==> src/rtl/bbc_ram.sv <==
// ----------------------------------------------------------------------------
// Generic single-write RAM
// One write port and one read port with a registered read data output.
// ----------------------------------------------------------------------------
`default_nettype none

module bbc_ram #(
   parameter int WIDTH = 2,
   parameter int DEPTH = 64
) (
   input  wire logic                     clock,
   input  wire logic                     wr_en,
   input  wire logic [$clog2(DEPTH)-1:0] wr_addr,
   input  wire logic [WIDTH-1:0]         wr_data,
   input  wire logic [$clog2(DEPTH)-1:0] rd_addr,
   output      logic [WIDTH-1:0]         rd_data
);

   logic [WIDTH-1:0] mem_ff [DEPTH];
   logic [WIDTH-1:0] rd_data_ff;

   // Write port.
   always_ff @(posedge clock) begin
      if (wr_en) begin
         mem_ff[wr_addr] <= wr_data;
      end
   end

   // Registered read port.
   always_ff @(posedge clock) begin
      rd_data_ff <= mem_ff[rd_addr];
   end

   assign rd_data = rd_data_ff;

endmodule : bbc_ram

`default_nettype wire

==> config.mk <==
export PLATFORM = sky130hd
export DESIGN_NAME = bbc_ram
export DESIGN_NICKNAME = d
export VERILOG_FILES = /design/src/rtl/bbc_ram.sv
export SDC_FILE = /design/constraint.sdc
export NUM_CORES = 1
export LEC_CHECK = 0
export BUFFER_PORTS_ARGS = -buffer_cell sky130_fd_sc_hd__buf_4
export CAP_MARGIN = 20
export CORE_UTILIZATION = 55
export DETAILED_ROUTE_END_ITERATION = 12
export PLACE_DENSITY_LB_ADDON = 0.2
export SYNTH_ARGS = -nofsm -noshare
export SYNTH_HDL_FRONTEND = slang
export SYNTH_SLANG_ARGS = --single-unit
==> constraint.sdc <==
create_clock -name clock -period 2.3 [get_ports clock]
set_clock_uncertainty 0.15 [all_clocks]
set_input_delay 0.575 -clock clock [delete_from_list [all_inputs] [get_ports clock]]
set_output_delay 0.575 -clock clock [all_outputs]
set_load 0.1 [all_outputs]
==> results of run 1 <==
-- metal layers --
layer,routed length [um],part of all wire,global-route usage
met3,874,0.079,0.0485
met4,204,0.018,0.107
met1,4720,0.42,0.354
met5,0,0,0
met2,5310,0.48,0.364
-- worst register-to-register path: cells and delay by family (launching register included) --
kind	cells	cell delay (ns)
AOI/OAI and AO/OA	4	0.74
DFF	1	0.41
muxes	1	0.49
-- synth_stat cells (all sizes together) --
cell type  instances
nand2b             4
a311oi             3
and2               1
o21ai              3
edfxtp           128
nand3b             4
nor3               2
nand2             14
nor3b              1
a22o               2
a31oi              1
nor2b              7
o211ai             1
a21o               2
inv                1
a41oi              1
mux2i              5
a211o              1
dfxtp              2
nor2              70
clkbuf            11
a22oi              6
nand4b             1
o21a               1
nand4              2
mux2               1
nand3              7
and4b              1
or3                1
or3b               1
buf                6
a2111oi            1
a211oi             1
mux4              29
a21oi              2
-- state kept, by name, indices dropped and copies added, names as in the netlist --
signal and cells:
rd_data 2, mem_ff 128
-- cell type report --
type                    count  area [um^2]  share of cell area
multi-input cells         176         1420               0.224
clock buffers              17          414              0.0653
inverters                   1         3.75            0.000592
well taps                 129          161              0.0255
flip-flops and latches    130         3880               0.613
repair buffers             31          245              0.0387
clock inverters            15          213              0.0336
-- worst max-delay path by stage --
stage | startpoint | endpoint | slack, ns | depth (start not counted)
CTS | rd_addr[0] | rd_data[0] | 0.43 | 7
detailed placement | rd_addr[0] | rd_data[0] | -0.10 | 7
global route | rd_addr[0] | rd_data[1] | 0.32 | 8
finish | rd_addr[0] | rd_data[0] | 0.39 | 6
global placement | rd_addr[0] | rd_data[0] | -0.07 | 6
floorplan | rd_addr[0] | rd_data[0] | 0.1 | 7
-- cell families after synthesis --
kind of cell | Yosys count | synth area share
simple gates | 116 | 0.0962
mux | 35 | 0.132
buf+inv | 18 | 0.0178
compound gates | 25 | 0.0341
flops | 130 | 0.720
-- report_power, final --
group / total, mW / internal, mW / switching (mW)
clock: 2.82 / 1.86 / 0.955
combinational: 0.327 / 0.121 / 0.207
sequential: 2.63 / 2.62 / 0.00612
total: 5.77 / 4.61 / 1.17
-- metrics by stage --
| step | setup TNS (ns) | hold slack, ns | area, um^2 | power, mW |
|---|---|---|---|---|
| after global placement | -0.0693 | 0.706 | 5710 | 3.00 |
| after floorplan | 0 | 0.524 | 5400 | 2.88 |
| after detailed placement | -0.100 | 0.710 | 5710 | 3.00 |
| after global routing | 0 | 0.207 | 6340 | 5.93 |
| final | 0 | 0.218 | 6340 | 5.77 |
| after CTS | 0 | 0.190 | 6340 | 5.81 |
==> impl_metrics.json, run 1 <==
{
  "fin_ws_ns": 0.394,
  "syn_inst": 324,
  "tightest_slew_ns": 0.606,
  "row_count": 35,
  "firstDrtPassIters": 5,
  "ir_drop_v": 0.000439,
  "io_buffers": 17,
  "endpoint_kind": "flip-flop",
  "crit_chain": "buf_4 > buf_12 > mux4_2 > a22oi_1 > a21oi_1 > a211o_1",
  "clkLatencyLatePin_ns": 0.50,
  "critPathLaunchType": "input port",
  "yosysWarnings": 0,
  "gp_congestion": 0.792,
  "wl_per_cell_um": 22.3,
  "ant_nets": 0,
  "cp_slowest_stage_delay_ns": 0.50,
  "p_leak_nw": 2.04,
  "drcViolationCount": 0,
  "final_common_cell": "edfxtp_1",
  "relSlewSlack": 0.596,
  "ctsResizeCount": 0,
  "reg2reg_slack_ns": 0.40,
  "drive_above_1_share": 0.246,
  "arrival_ns": 2.14,
  "mostFrequentLayoutCells": "edfxtp_1 (128), nor2_1 (70), buf_4 (30), mux4_2 (29), clkbuf_16 (16)",
  "grt_max_degree": 65,
  "syn_area_um2": 5400,
  "fin_crit_sh": 0.829,
  "post_cts_buffers": 0,
  "cp_max_fo": 8,
  "ys_types": 37,
  "totalWireLength_um": 11100,
  "numCtsBuffers": 17,
  "placedCellCount": 467,
  "path_clk_slew_ns": 0.06,
  "cts_hold_buffers": 0,
  "syn_to_final_growth_pct": 17.4,
  "post-route-min-period_ns": 1.91,
  "overflow": 0,
  "postLayoutCoreUtil": 0.676,
  "drv_slew": 0,
  "holdCritPathClass": "input port to flip-flop",
  "grt_pass1_vias": 3078,
  "track_usage": 0.244,
  "synth_fp_nets": 340,
  "r2r_start": "mem_ff[6][0]",
  "criticalPathCategory": "input port to flip-flop",
  "setup_viol": 0,
  "synth.largest_area_cell": "edfxtp_1",
  "grt_pass1_wl_um": 17400,
  "fmax_mhz": 525,
  "cp_top_family": "compound AO/OA/AOI/OAI gates",
  "max_cap_viol_count": 0,
  "clock_path_buffers": 2,
  "initial_core_util": 0.576,
  "post-place-ws_ns": -0.100,
  "yosysTopAreaCellShare": 0.712,
  "avgSynthCellArea_um2": 16.7,
  "status": "finished clean",
  "diodes": 0,
  "nNetsFinal": 373,
  "seq_area_frac_synth": 0.720,
  "antenna_found_initial": 0,
  "die_area_um2": 10200,
  "cts_tree": "built",
  "critical_path_buf_inv_count": 2,
  "clock-sinks": 130,
  "slowest_stage": "mux4_2",
  "vias_per_cell": 6.08,
  "hold_start": "rd_addr[5]",
  "rsz0062_at_grt": "false",
  "cts_max_level": 4,
  "ios": 18,
  "ys_ff_latch": 130,
  "die_y_um": 101,
  "dp_hpwl_um": 6990,
  "hold_viol_final": 0,
  "vias": 3032,
  "die_x_um": 101,
  "cts_root_buffer": "clkbuf_8",
  "critPathRequiredTime_ns": 2.53,
  "holdPathStages": 2,
  "min_to": "rd_data[1]",
  "ys_top_cells_by_area": "edfxtp_1 (71%), mux4_2 (12%), nor2_1 (4.9%)",
  "layout.cells.non_filler": 499,
  "r2r-end": "rd_data[0]",
  "core_area_um2": 9370,
  "nFillCells": 653,
  "initialDrtViolationCount": 320,
  "powerDensity_nw_per_um2": 911,
  "reg2reg_depth": 5
}
Power figures use the tool's default switching activity.
==> run 2: changes to the inputs <==
Clock period 2.3 ns to 1.7 ns, I/O delays scaled along.
==> run 2 against run 1 <==
Net effect: the flow now finishes with violations (negative setup slack); die area unchanged; via count grew 4.1%; sequential power is 35% higher; sequential share of layout area shrank 3.1 points; count of clock-buffer cells in the layout increased by 1; global-route usage increased by 1.7 points; utilization up 3.6 points; highest routed layer unchanged.
==> impl_metrics.json, run 2 (synthesized netlist as in run 1, its figures left out) <==
{
  "clock-sinks": 130,
  "firstDrtPassIters": 4,
  "cp_slowest_stage_delay_ns": 0.49,
  "ir_drop_v": 0.000803,
  "grt_max_degree": 65,
  "diodes": 0,
  "fin_crit_sh": 1.07,
  "die_area_um2": 10200,
  "hold_viol_final": 0,
  "crit_chain": "mux4_2 > a22o_1 > o21ai_2 > a21oi_2 > a211o_1",
  "rsz0062_at_grt": "true",
  "violations": "negative setup slack",
  "p_switching_mw": 1.58,
  "wl_per_cell_um": 21.9,
  "io_buffers": 17,
  "holdCritPathClass": "input port to flip-flop",
  "gp_congestion": 0.814,
  "criticalPathCategory": "flip-flop to flip-flop",
  "setup_viol": 2,
  "cp.depth": 5,
  "clkPwrFrac": 0.469,
  "vias": 3155,
  "seqPwrFrac": 0.462,
  "die_y_um": 101,
  "initial_core_util": 0.576,
  "numCtsBuffers": 17,
  "cp_top_family": "compound AO/OA/AOI/OAI gates",
  "powerDensity_nw_per_um2": 1160,
  "cts_root_buffer": "clkbuf_8",
  "slowest_stage": "mux4_2",
  "drive_above_1_share": 0.316,
  "clkLatencyLatePin_ns": 0.52,
  "fmax_mhz": 547,
  "path_clk_slew_ns": 0.06,
  "status": "finished with violations",
  "holdPathStages": 2,
  "p_int_mw": 6.13,
  "dp_hpwl_um": 7570,
  "relSlewSlack": 0.729,
  "post-route-min-period_ns": 1.83,
  "critical_path_buf_inv_count": 0,
  "totalWireLength_um": 11700,
  "grt_pass1_wl_um": 18400,
  "vias_per_cell": 5.91,
  "clock_path_buffers": 2,
  "core_area_um2": 9370,
  "grt_pass1_vias": 3314,
  "final_common_cell": "edfxtp_1",
  "critPathLaunchType": "flip-flop",
  "cp_max_fo": 1,
  "arrival_ns": 2.09,
  "largest_register_ffs": 128,
  "hold_slack_ns": 0.0317,
  "mostFrequentLayoutCells": "edfxtp_1 (128), nor2_1 (69), buf_4 (59), mux4_2 (29), clkbuf_16 (16)",
  "row_count": 35,
  "antenna_found_initial": 0,
  "reg2reg_depth": 5,
  "max_cap_viol_count": 0,
  "ant_nets": 0,
  "tns_ns": -0.188,
  "drv_slew": 0,
  "syn_to_final_growth_pct": 23.6,
  "p_leak_nw": 2.21,
  "comb_power_share": 0.070,
  "critPathRequiredTime_ns": 1.96,
  "initialDrtViolationCount": 288,
  "die_x_um": 101,
  "swShare": 0.205,
  "tightest_slew_ns": 0.406,
  "overflow": 0,
  "endpoint_kind": "flip-flop",
  "post_cts_buffers": 0,
  "largest_register": "mem_ff",
  "nNetsFinal": 409,
  "track_usage": 0.261,
  "cts_max_level": 4,
  "ios": 18,
  "drcViolationCount": 0,
  "cts_tree": "built",
  "p_total_mw": 7.71,
  "fin_ws_ns": -0.127
}
==> run 2: final cells by class <==
type | instances | area, um^2
repair buffers | 67 | 594
fillers | 634 | 2700
clock buffers | 18 | 418
flip-flops and latches | 130 | 3880
multi-input cells | 176 | 1440
well taps | 129 | 161
inverters | 1 | 3.75
clock inverters | 13 | 168
==> run 2: per-layer routing <==
layer | wire, um | GRT usage
met5 | 0 | 0
met4 | 234 | 0.114
met3 | 1010 | 0.0777
met2 | 5710 | 0.403
met1 | 4720 | 0.346
==> run 2: timing repair <==
item	4_1_cts	5_1_grt
setup endpoints to repair	3	4
pin swaps	3	2
hold buffers	0	0
resized for setup	6	2
==> run 2: metrics by stage <==
step / worst slack (ns) / util / instance area [um^2] / cells
floorplan: -0.290 / - / 5460 / 324
global placement: -0.560 / 0.646 / 6050 / 503
detailed placement: -0.556 / 0.646 / 6050 / 503
CTS: -0.134 / 0.711 / 6660 / 534
global route: -0.192 / 0.712 / 6670 / 534
finish: -0.127 / 0.712 / 6670 / 534
==> run 2: worst paths after layout <==
| check | start | endpoint | slack [ns] |
|---|---|---|---|
| hold / removal | rd_addr[5] | rd_data[1] | 0.03 |
| setup / recovery | mem_ff[35][0] | rd_data[0] | -0.13 |
| hold reg to reg | mem_ff[25][1] | rd_data[1] | 0.73 |
| setup reg to reg | mem_ff[35][0] | rd_data[0] | -0.13 |
==> run 2: power groups by stage <==
stage / logic (mW) / clock network [mW] / registers (mW)
4_1_cts: 0.530 / 3.65 / 3.56
3_3_place_gp: 0.507 / 0 / 3.62
6_report: 0.537 / 3.62 / 3.56
3_5_place_dp: 0.516 / 0 / 3.62
5_1_grt: 0.571 / 3.78 / 3.56
2_1_floorplan: 0.239 / 0 / 3.67
==> run 2: worst register-to-register path, delay by kind of cell (launching register included) <==
family | cells | cell delay (ns)
mux | 1 | 0.49
compound gates | 4 | 0.69
flops | 1 | 0.40
==> run 3: changes to the inputs <==
Settings changed: CORE_UTILIZATION 55 to 40.
==> run 3 against run 2 <==
Net effect: the flow still finishes with violations (negative setup slack); maximum frequency is 2.7% higher; non-clock buffer count is 5 higher; critical path depth is 1 lower; cell count is 9.7% higher; power is 3.8% lower; wire length is 0.80% lower; utilization is 20 points lower; register-to-register slack better by 0.05 ns; worst hold slack better by 0.13 ns; via count is 3.0% lower; cell area is 1.5% higher; largest cell class unchanged; largest power group is now sequential cells.
==> impl_metrics.json, run 3 (synthesized netlist as in run 1, its figures left out) <==
{
  "post-place-ws_ns": -0.491,
  "holdCritPathClass": "input port to flip-flop",
  "fmax_mhz": 562,
  "critPathLaunchType": "flip-flop",
  "clock_path_buffers": 2,
  "numCtsBuffers": 17,
  "largest_register": "mem_ff",
  "route.met3.wl_um": 361,
  "clock-sinks": 130,
  "ir_drop_v": 0.000748,
  "critPathRequiredTime_ns": 1.84,
  "die_area_um2": 14000,
  "totalWireLength_um": 11600,
  "mostFrequentLayoutCells": "edfxtp_1 (128), nor2_1 (69), buf_4 (63), mux4_2 (29), clkbuf_16 (17)",
  "cts_tree": "built",
  "place_area_um2": 6120,
  "path_clk_slew_ns": 0.05,
  "status": "finished with violations",
  "cp_max_fo": 1,
  "clkLatencyLatePin_ns": 0.40,
  "ant_nets": 0,
  "cts_root_buffer": "clkbuf_16",
  "overflow": 0,
  "vias_per_cell": 5.22,
  "grt_pass1_vias": 3167,
  "initial_core_util": 0.409,
  "grt_pass1_wl_um": 18200,
  "hold_viol_final": 0,
  "violations": "negative setup slack",
  "antenna_found_initial": 0,
  "post-route-min-period_ns": 1.78,
  "r2r_start": "mem_ff[31][0]",
  "rsz0062_at_grt": "true",
  "p_total_mw": 7.42,
  "top_layer": "met4",
  "diodes": 0,
  "final_common_cell": "edfxtp_1",
  "startpoint": "mem_ff[31][0]",
  "row_count": 42,
  "io_buffers": 17,
  "drcViolationCount": 0,
  "syn_to_final_growth_pct": 25.4,
  "cts_hold_buffers": 0,
  "hold_start": "rd_addr[5]",
  "p_leak_nw": 2.24,
  "endpoint_kind": "flip-flop",
  "vias": 3060,
  "initialDrtViolationCount": 275,
  "track_usage": 0.179,
  "relSlewSlack": 0.711,
  "wl_per_cell_um": 19.8,
  "gp_congestion": 0.726,
  "firstDrtPassIters": 4,
  "dr_wl_met2_um": 5760,
  "ios": 18,
  "fin_ws_ns": -0.0784,
  "max_cap_viol_count": 0,
  "setup_viol": 2,
  "core_area_um2": 13200,
  "grt_max_degree": 65,
  "criticalPathCategory": "flip-flop to flip-flop",
  "nNetsFinal": 414,
  "drive_above_1_share": 0.324,
  "seq_area_um2": 3880,
  "multiInputGateArea_um2": 1470,
  "arrival_ns": 1.91,
  "nFillCells": 1110,
  "fin_crit_sh": 1.05,
  "die_y_um": 118,
  "die_x_um": 118,
  "tightest_slew_ns": 0.433,
  "cts_max_level": 4,
  "fin_area_um2": 6770,
  "largest_register_ffs": 128,
  "met1Wirelength_um": 5330,
  "dp_hpwl_um": 7610,
  "drv_slew": 0,
  "powerDensity_nw_per_um2": 1100
}
run 3: cell types whose count changed in the layout (fill, tap and decap cells not counted), moves of 2 or more:
cell and change:
buf_4 +4, clkbuf_1 +4, a22oi_2 +3, clkinvlp_4 -3, bufinv_16 -2, a22oi_1 -3
a311oi_2 +2, a311oi_1 -2
run 3: through the flow:
| step | cells | setup TNS [ns] | utilization | hold slack (ns) |
|---|---|---|---|---|
| after CTS | 581 | -0.0878 | 0.509 | 0.140 |
| after detailed placement | 549 | -4.10 | 0.464 | 0.566 |
| after floorplan | 324 | -0.492 | - | 0.374 |
| after global placement | 549 | -3.13 | 0.464 | 0.563 |
| after global routing | 586 | -0.168 | 0.513 | 0.169 |
| final | 586 | -0.101 | 0.513 | 0.165 |
run 3: final timing paths:
check,depth (start not counted),slack [ns],to
max,4,-0.08,rd_data[0]
min,2,0.16,rd_data[1]
max reg2reg,4,-0.08,rd_data[0]
min reg2reg,4,0.77,rd_data[0]
run 3: area by class of cell:
type	instances	area share
clock inverters	9	0.0133
inverters	1	0.000554
clock buffers	22	0.0656
repair buffers	72	0.0976
multi-input cells	176	0.217
well taps	176	0.0325
flip-flops and latches	130	0.574
run 3: timing repair:
item                                    in CTS  in global routing
endpoints found under the setup margin       2                  2
resized for setup                            8                  5
pin swaps                                    4                  4
cloned                                       1                  0
buffers inserted                             0                  5
run 3: power breakdown:
group | total [mW] | switching (mW) | internal (mW)
clock network | 3.30 | 1.19 | 2.12
registers | 3.56 | 0.00912 | 3.55
logic | 0.553 | 0.303 | 0.250
total | 7.42 | 1.50 | 5.92
run 3: layer usage:
metal | global-route usage | vias to the layer above
li1 | - | 1421
met1 | 0.245 | 1577
met2 | 0.287 | 52
met3 | 0.0347 | 10
met4 | 0.0649 | 0
met5 | 0 | -
run 3: worst max-delay path, stage by stage (launching register included):
cell      delay [ns]
edfxtp_1        0.37
mux4_2          0.46
a22oi_1         0.28
a21oi_1         0.12
a211o_1         0.29
